<file path="src/rtl/assert_macros.svh">
// assertion macros shared by the rtl files that check themselves
// expects a clock named clk and a synchronous active-high reset named rst in scope
`ifndef ASSERT_MACROS_SVH
`define ASSERT_MACROS_SVH

// property that must hold at every clock edge outside reset
`define ASSERT_ALWAYS(label, expr) \
  label: assert property (@(posedge clk) disable iff (rst) (expr)) \
    else $error("assertion failed");

// consequent checked in the same cycle as the antecedent
`define ASSERT_SAME(label, ante, cons) \
  label: assert property (@(posedge clk) disable iff (rst) (ante) |-> (cons)) \
    else $error("assertion failed");

// consequent checked in the cycle after the antecedent
`define ASSERT_NEXT(label, ante, cons) \
  label: assert property (@(posedge clk) disable iff (rst) (ante) |=> (cons)) \
    else $error("assertion failed");

`endif

</file>
<file path="src/rtl/knt4_pkg.sv">
// shared constants and controller/datapath interface types for the base-4 keith test
// no dependencies
package knt4_pkg;

  // operand and digit geometry
  localparam int NUMBER_BITS = 56;
  localparam int DIGIT_BITS  = 2;
  localparam int MAX_DIGITS  = NUMBER_BITS / DIGIT_BITS;
  // running sum stays below twice the number under test
  localparam int SUM_BITS    = NUMBER_BITS + 1;
  localparam int ADDR_BITS   = $clog2(MAX_DIGITS);
  localparam int CNT_BITS    = $clog2(MAX_DIGITS + 1);

  // commands from the controller to the datapath
  typedef struct packed {
    logic start;  // capture the number, clear sum and pointers
    logic scan;   // drop one leading zero digit
    logic load;   // seed one window entry with the top digit
    logic gen;    // generate one term
  } cmd_t;

  // status from the datapath to the controller
  typedef struct packed {
    logic few_digits; // incoming number has fewer than two digits
    logic top_nz;     // top digit of the shift register is non-zero
    logic load_last;  // this load writes the last seed digit
    logic reached;    // running sum has reached or passed the number
    logic hit;        // running sum equals the number
  } status_t;

endpackage

</file>
<file path="src/rtl/knt4_ram.sv">
// generic single write port ram with registered read
// no dependencies
module knt4_ram #(
  parameter int WIDTH = 8,
  parameter int DEPTH = 16
) (
  input  logic                     clk,
  input  logic                     we,
  input  logic [$clog2(DEPTH)-1:0] waddr,
  input  logic [WIDTH-1:0]         wdata,
  input  logic [$clog2(DEPTH)-1:0] raddr,
  output logic [WIDTH-1:0]         rdata
);

  logic [WIDTH-1:0] mem [DEPTH];

  // write port and registered read port
  always_ff @(posedge clk) begin
    if (we) begin
      mem[waddr] <= wdata;
    end
    rdata <= mem[raddr];
  end

endmodule

</file>
<file path="src/rtl/knt4_dpath.sv">
// datapath: digit shifter, seed loader, term generator and term window
// depends on knt4_pkg and knt4_ram
module knt4_dpath (
  input  logic                               clk,
  input  logic [knt4_pkg::NUMBER_BITS-1:0]   number,
  input  knt4_pkg::cmd_t                     cmd,
  output knt4_pkg::status_t                  status
);

  logic [knt4_pkg::NUMBER_BITS-1:0] shreg;
  logic [knt4_pkg::NUMBER_BITS-1:0] target;
  logic [knt4_pkg::CNT_BITS-1:0]    digits;
  logic [knt4_pkg::ADDR_BITS-1:0]   idx;
  logic [knt4_pkg::ADDR_BITS-1:0]   oldest;
  logic [knt4_pkg::ADDR_BITS-1:0]   oldest_next;
  logic [knt4_pkg::SUM_BITS-1:0]    sum;
  logic [knt4_pkg::SUM_BITS-1:0]    target_ext;
  logic [knt4_pkg::DIGIT_BITS-1:0]  top_digit;
  logic [knt4_pkg::NUMBER_BITS-1:0] shreg_shifted;
  logic [knt4_pkg::SUM_BITS-1:0]    sum_doubled;

  logic                             ram_we;
  logic [knt4_pkg::ADDR_BITS-1:0]   ram_waddr;
  logic [knt4_pkg::NUMBER_BITS-1:0] ram_wdata;
  logic [knt4_pkg::ADDR_BITS-1:0]   ram_raddr;
  logic [knt4_pkg::NUMBER_BITS-1:0] ram_rdata;

  // digit view of the shift register
  assign top_digit     = shreg[knt4_pkg::NUMBER_BITS-1 -: knt4_pkg::DIGIT_BITS];
  assign shreg_shifted = {shreg[knt4_pkg::NUMBER_BITS-knt4_pkg::DIGIT_BITS-1:0],
                          {knt4_pkg::DIGIT_BITS{1'b0}}};

  // circular pointer into the window, wrapping at the digit count
  assign oldest_next = (knt4_pkg::CNT_BITS'(oldest) == digits - knt4_pkg::CNT_BITS'(1))
                       ? '0 : oldest + knt4_pkg::ADDR_BITS'(1);

  assign target_ext  = {1'b0, target};
  assign sum_doubled = {sum[knt4_pkg::SUM_BITS-2:0], 1'b0};

  // status back to the controller
  assign status.few_digits = (number[knt4_pkg::NUMBER_BITS-1:knt4_pkg::DIGIT_BITS] == '0);
  assign status.top_nz     = (top_digit != '0);
  assign status.load_last  = (knt4_pkg::CNT_BITS'(idx) == digits - knt4_pkg::CNT_BITS'(1));
  assign status.reached    = (sum >= target_ext);
  assign status.hit        = (sum == target_ext);

  // window write and prefetch of the oldest term for the next step
  always_comb begin
    ram_we    = cmd.load | cmd.gen;
    ram_waddr = cmd.gen ? oldest : idx;
    ram_wdata = cmd.gen ? sum[knt4_pkg::NUMBER_BITS-1:0]
                        : knt4_pkg::NUMBER_BITS'(top_digit);
    ram_raddr = cmd.gen ? oldest_next : '0;
  end

  // operand, pointer and sum registers
  always_ff @(posedge clk) begin
    if (cmd.start) begin
      shreg  <= number;
      target <= number;
      digits <= knt4_pkg::CNT_BITS'(knt4_pkg::MAX_DIGITS);
      idx    <= '0;
      oldest <= '0;
      sum    <= '0;
    end else if (cmd.scan) begin
      shreg  <= shreg_shifted;
      digits <= digits - knt4_pkg::CNT_BITS'(1);
    end else if (cmd.load) begin
      shreg  <= shreg_shifted;
      idx    <= idx + knt4_pkg::ADDR_BITS'(1);
      sum    <= sum + knt4_pkg::SUM_BITS'(top_digit);
    end else if (cmd.gen) begin
      // new sum drops the oldest term and adds the new one, which equals the old sum
      sum    <= sum_doubled - knt4_pkg::SUM_BITS'(ram_rdata);
      oldest <= oldest_next;
    end
  end

  knt4_ram #(
    .WIDTH (knt4_pkg::NUMBER_BITS),
    .DEPTH (knt4_pkg::MAX_DIGITS)
  ) u_window (
    .clk   (clk),
    .we    (ram_we),
    .waddr (ram_waddr),
    .wdata (ram_wdata),
    .raddr (ram_raddr),
    .rdata (ram_rdata)
  );

endmodule

</file>
<file path="src/rtl/knt4_ctrl.sv">
// controller: sequences scan, seed load and term generation, owns the result register
// depends on knt4_pkg
module knt4_ctrl (
  input  logic              clk,
  input  logic              rst,
  input  logic              number_valid,
  output logic              number_stall,
  output logic              result_valid,
  input  logic              result_stall,
  output logic              is_keith,
  output knt4_pkg::cmd_t    cmd,
  input  knt4_pkg::status_t status
);

  localparam logic [2:0] S_IDLE = 3'd0;
  localparam logic [2:0] S_SCAN = 3'd1;
  localparam logic [2:0] S_LOAD = 3'd2;
  localparam logic [2:0] S_GEN  = 3'd3;
  localparam logic [2:0] S_DONE = 3'd4;

  logic [2:0] state;
  logic [2:0] state_next;
  logic       verdict;
  logic       verdict_next;
  logic       out_free;
  logic       post;

  assign number_stall = (state != S_IDLE);
  assign out_free     = !result_valid || !result_stall;

  // next state and commands
  always_comb begin
    state_next   = state;
    verdict_next = verdict;
    cmd          = '0;
    post         = 1'b0;
    case (state)
      S_IDLE: begin
        if (number_valid) begin
          cmd.start    = 1'b1;
          verdict_next = 1'b0;
          state_next   = status.few_digits ? S_DONE : S_SCAN;
        end
      end
      S_SCAN: begin
        if (status.top_nz) begin
          state_next = S_LOAD;
        end else begin
          cmd.scan = 1'b1;
        end
      end
      S_LOAD: begin
        cmd.load = 1'b1;
        if (status.load_last) begin
          state_next = S_GEN;
        end
      end
      S_GEN: begin
        if (status.reached) begin
          verdict_next = status.hit;
          state_next   = S_DONE;
        end else begin
          cmd.gen = 1'b1;
        end
      end
      S_DONE: begin
        if (out_free) begin
          post       = 1'b1;
          state_next = S_IDLE;
        end
      end
      default: begin
        state_next = S_IDLE;
      end
    endcase
  end

  // control state and output valid
  always_ff @(posedge clk) begin
    if (rst) begin
      state        <= S_IDLE;
      result_valid <= 1'b0;
    end else begin
      state <= state_next;
      if (post) begin
        result_valid <= 1'b1;
      end else if (out_free) begin
        result_valid <= 1'b0;
      end
    end
  end

  // verdict and result payload
  always_ff @(posedge clk) begin
    verdict <= verdict_next;
    if (post) begin
      is_keith <= verdict;
    end
  end

endmodule

</file>
<file path="src/rtl/keith_number_test_base4_top.sv">
// channel    | signals                                 | transfer when
// -----------+-----------------------------------------+---------------------
// number in  | number_valid, number_stall, number[55:0] | valid && !stall
// result out | result_valid, result_stall, is_keith     | valid && !stall
//
// one number takes an accept step, a leading-zero scan and seed load over 28 digits
// (one digit each), a step to spot the top digit, one step per generated term, one
// for the final compare and a post step; numbers below 4 go from the accept straight
// to the post; the term loop is paced by the one window read port and one add a cycle
// reset is synchronous and clears the controller state and output valid; the window ram is not cleared
// a result held by result_stall keeps the next number waiting only once posted
// depends on knt4_pkg, knt4_ctrl, knt4_dpath, knt4_ram and assert_macros.svh
`include "assert_macros.svh"

module keith_number_test_base4_top (
  input  logic                             clk,
  input  logic                             rst,
  input  logic                             number_valid,
  output logic                             number_stall,
  input  logic [knt4_pkg::NUMBER_BITS-1:0] number,
  output logic                             result_valid,
  input  logic                             result_stall,
  output logic                             is_keith
);

  knt4_pkg::cmd_t    cmd;
  knt4_pkg::status_t status;

  // sequencer
  knt4_ctrl u_ctrl (
    .clk          (clk),
    .rst          (rst),
    .number_valid (number_valid),
    .number_stall (number_stall),
    .result_valid (result_valid),
    .result_stall (result_stall),
    .is_keith     (is_keith),
    .cmd          (cmd),
    .status       (status)
  );

  // digit handling and term generation
  knt4_dpath u_dpath (
    .clk    (clk),
    .number (number),
    .cmd    (cmd),
    .status (status)
  );

  // commands are mutually exclusive
  `ASSERT_ALWAYS(a_cmd_onehot, $onehot0({cmd.start, cmd.scan, cmd.load, cmd.gen}))
  // a number transfer makes the block busy in the next cycle
  `ASSERT_NEXT(a_busy_after_take, number_valid && !number_stall, number_stall)
  // a new result is posted only from a busy cycle
  `ASSERT_SAME(a_post_from_busy, $rose(result_valid), $past(number_stall))

endmodule
</file>
<file path="config.mk">
export PLATFORM = sky130hd
export DESIGN_NAME = keith_number_test_base4_top
export DESIGN_NICKNAME = d
export VERILOG_FILES = /design/src/rtl/knt4_pkg.sv /design/src/rtl/knt4_ram.sv /design/src/rtl/knt4_dpath.sv /design/src/rtl/knt4_ctrl.sv /design/src/rtl/keith_number_test_base4_top.sv
export VERILOG_INCLUDE_DIRS = /design/src /design/src/rtl
export SDC_FILE = /design/constraint.sdc
export NUM_CORES = 2
export LEC_CHECK = 0
export BUFFER_PORTS_ARGS = -buffer_cell sky130_fd_sc_hd__buf_4
export CORE_MARGIN = 2
export CORE_UTILIZATION = 60
export DETAILED_ROUTE_END_ITERATION = 12
export PLACE_DENSITY = 0.76
export REMOVE_ABC_BUFFERS = 1
export SLEW_MARGIN = 20
export SYNTH_ARGS = -nofsm -noshare
export SYNTH_HDL_FRONTEND = slang
export SYNTH_SLANG_ARGS = --single-unit
export TNS_END_PERCENT = 30
</file>
<file path="constraint.sdc">
create_clock -name clk -period 6.5 [get_ports clk]
set_input_delay 0.65 -clock clk [delete_from_list [all_inputs] [get_ports clk]]
set_output_delay 0.65 -clock clk [all_outputs]
set_load 0.005 [all_outputs]
</file>
==> results by group <==
Final layout
  – Core Util, Final: 67.4%
  – P&R area growth vs syn: 11.8%
  – Commonest non-fill, non-tap cell in the layout: edfxtp_1
  – FILL cells: 8,362
  – Share of layout cells above drive strength 1: 12.2%
  – Design area: 0.0845 sq mm
  – Nets: 5,670
  – Most frequent cells in the layout: edfxtp_1 (1,682), nand2_1 (451), nor2_1 (260)

Drt
  – Initial drt markers: 8,383
  – Residual DRC: 0
  – Pre-antenna DRT Iters: 8
  – Detailed Route WL: 228,000 um
  – Wire per inst: 31.3 um
  – Antenna viol nets, final: 0
  – Via count: 50,792
  – Routed vias/inst: 6.96

Timing
  – Skew final: 39.2 ps
  – Relative slew slack: 18.4%
  – Fmax: 0.184 GHz
  – TNS Setup: 0 ps
  – Final min period: 5430 ps
  – RSZ-0062 raised after global routing: false
  – Worst slew pin tran: 1220 ps
  – Final setup fails: 0
  – Tcrit/Tclk final: 83.6%
  – Max Slew Vio Count: 0
  – Hold Vio Cnt, Final: 0

Power and ir drop
  – Leak: 31.1 nW
  – PnR Total Power: 33.1 mW
  – VDD IR max: 0.562 mV
  – Power Density: 392 mW/mm^2

Global routing
  – Grt ovf: 0
  – GRT Total Usage: 35.2%
  – Initial antenna violation count: 16
  – Vias in the first global route: 48,360
  – First-pass GRT wire length: 327,000 um
  – Largest net degree at the start of global routing: 119

Critical path
  – CP max stage cell: a2111oi_0
  – Critical path class: reg2reg
  – Crit-path max cell delay: 670 ps
  – Ordered cell list for the critical path: ha_1, nand4_1, nor4_1, o21ai_0, o211ai_1, nand3_2, buf_4, nand3_4, buf_4, mux2i_1, o2111ai_1, a2111oi_0, nor4_1
  – Worst Setup End Kind: flop
  – Startpoint types: flop
  – WP data arrival: 6090 ps
  – Crit path to: u_dpath.u_window.rdata[9]$_DFF_P_
  – Reg2Reg Setup Slack: 1070 ps
  – Critical R2R Capture: u_dpath.u_window.rdata[9]$_DFF_P_
  – Worst Path Required: 7160 ps
  – Worst r2r src: u_dpath.sum[24]$_SDFFE_PP0P_
  – CP Launch Point: u_dpath.sum[24]$_SDFFE_PP0P_
  – Largest fanout on the critical path: 36
  – Reg2reg path depth: 13

Placement
  – Number of port buffers: 62
  – DP HPWL: 138,000 um
  – DP Area: 0.0786 sq mm
  – Placer Congestion: 0.964

Synth
  – Post-synth top area cell: edfxtp_1
  – Mapped Cells: 5,410
  – Avg Inst Size Synth: 14.0 sq um
  – Post-synth EDFFs: 1,682
  – Syn. warnings: 0
  – Area contributors post-synth: edfxtp_1 (67%), dfxtp_1 (3.5%), nand2_1 (2.3%)
  – Yosys top cell area share: 66.9%
  – Fraction of registers with async set or reset after synthesis: 0%
  – Main synth FF type: edfxtp_1
  – Register area share after synthesis: 70.4%
  – Flip-flop and latch count after synthesis: 1,814
  – Distinct cells, synth: 85
  – Cell area after synthesis: 0.0755 sq mm

Die
  – Rows: 130
  – Io pins: 63
  – Die width: 359 um
  – Initial Utilization: 60.3%
  – Die Span Y: 359 um
  – Die area: 0.129 sq mm
  – Core Region: 0.125 sq mm

Run
  – Max-cap violations: 0

Clock network
  – Clock H-tree levels: 4
  – Root buffer cell: clkbuf_16
  – Skew-Pair Late Insertion Delay: 830 ps
  – CTS buffer count: 180
  – Clock sink count: 1,814
  – Setup bufs post-CTS: 0
  – Clock slew at reported path FFs: 60 ps
  – CTS tree: built
  – CTS Buffer Depth: 3

Outcome
  – Outcome: completed

Hold path
  – Min-Delay Path Class: in2reg
  – Hold_sp: number[24]
[synth_stat cells, types with 22 or more instances]
cell         n
ha_1       116
mux2_2      69
o211ai_1    76
o21ai_0    259
xor2_1      28
o22a_1      23
nor2b_1     46
a31oi_1    130
inv_1      142
a311oi_1    27
a22o_1      57
dfxtp_1    132
nor2_1     296
xnor2_1     53
nor3_1      55
o22ai_1    107
buf_2       78
and3_1     123
a211oi_1    22
nor4_1      31
mux2i_1    156
buf_1       25
a21o_1      54
edfxtp_1  1682
o221ai_1    88
a32oi_1     35
or3_1       66
a221oi_1    76
nand4_1     73
a21oi_1    231
nand3_1     68
a22oi_1     58
nand2_1    455
clkbuf_1   225
[worst min path at each step]
stage,end,slack (ps),depth (start not counted)
2_1_floorplan,u_ctrl.is_keith$_DFFE_PP_,400,0
3_3_place_gp,u_ctrl.is_keith$_DFFE_PP_,430,0
3_5_place_dp,u_ctrl.is_keith$_DFFE_PP_,410,0
4_1_cts,u_dpath.target[29]$_DFFE_PP_,0.04,1
5_1_grt,u_dpath.target[37]$_DFFE_PP_,20,1
6_report,u_dpath.target[24]$_DFFE_PP_,40,1
[state kept, by name, summed over array words and instances, names as in the netlist]
| signal | count |
|---|---|
| u_ctrl.is_keith | 1 |
| u_ctrl.result_valid | 1 |
| u_ctrl.state | 3 |
| u_ctrl.verdict | 1 |
| u_dpath.digits | 5 |
| u_dpath.idx | 5 |
| u_dpath.oldest | 5 |
| u_dpath.shreg | 56 |
| u_dpath.sum | 57 |
| u_dpath.target | 56 |
| u_dpath.u_window.mem | 1568 |
| u_dpath.u_window.rdata | 56 |
[worst max-delay path: cells and delay by family (launching register included)]
kind	cells	cell delay, ps
AND/OR/NAND/NOR	5	1970
AO/OA/AOI/OAI	4	1330
buffers and inverters	2	900
flip-flops	1	390
adder cells (fa/ha/maj)	1	330
multiplexers	1	260
[power by group]
part / internal, mW / switching (mW) / total (mW)
logic: 2.73 / 5.61 / 8.34
registers: 13.7 / 0.852 / 14.6
clock network: 5.71 / 4.45 / 10.2
total: 22.2 / 10.9 / 33.1
[area by class of cell]
type | count | area, sq um | share of cell area (%)
Antenna cell | 2 | 5.00 | 0.00593
Clock buffer | 232 | 4920 | 5.82
Clock inverter | 106 | 838 | 0.993
Inverter | 143 | 544 | 0.644
Multi-Input combinational cell | 3118 | 20900 | 24.7
Sequential cell | 1814 | 53200 | 62.9
Tap cell | 1650 | 2060 | 2.44
Timing Repair Buffer | 235 | 2050 | 2.43
[layer usage]
| metal | GRT usage, % | wire length (um) | share of wire (%) |
|---|---|---|---|
| met4 | 14.8 | 10400 | 4.5 |
| met3 | 9.72 | 31400 | 14 |
| met2 | 54.0 | 104000 | 45 |
| met5 | 0 | 184 | 0.081 |
| met1 | 47.6 | 82600 | 36 |
[what timing repair did]
action | 4_1_cts | 5_1_grt
endpoints found under the hold margin | 5 | 0
gates resized for setup | 0 | 0
hold buffers | 5 | 0
endpoints found under the setup margin | 0 | 0
[stage by stage]
step / hold WS, ps / setup WS (ps) / std cells
2_1_floorplan: 400 / -9720 / 5075
3_5_place_dp: 414 / 1180 / 6954
3_3_place_gp: 430 / 1330 / 6954
4_1_cts: 0.0406 / 1150 / 7297
6_report: 44.3 / 1070 / 7300
5_1_grt: 20.2 / 806 / 7298
[cell families after synthesis]
kind of cell,after synthesis,share of synthesized area (%)
DFF,1814,70.4
AOI/OAI and AO/OA,1381,12.5
and+or+nand+nor,1313,8.53
buffers and inverters,478,2.54
muxes,225,3.10
adders and majority gates,118,1.97
xor gates and xnor gates,81,0.939
(Power assumes the default switching activity.)
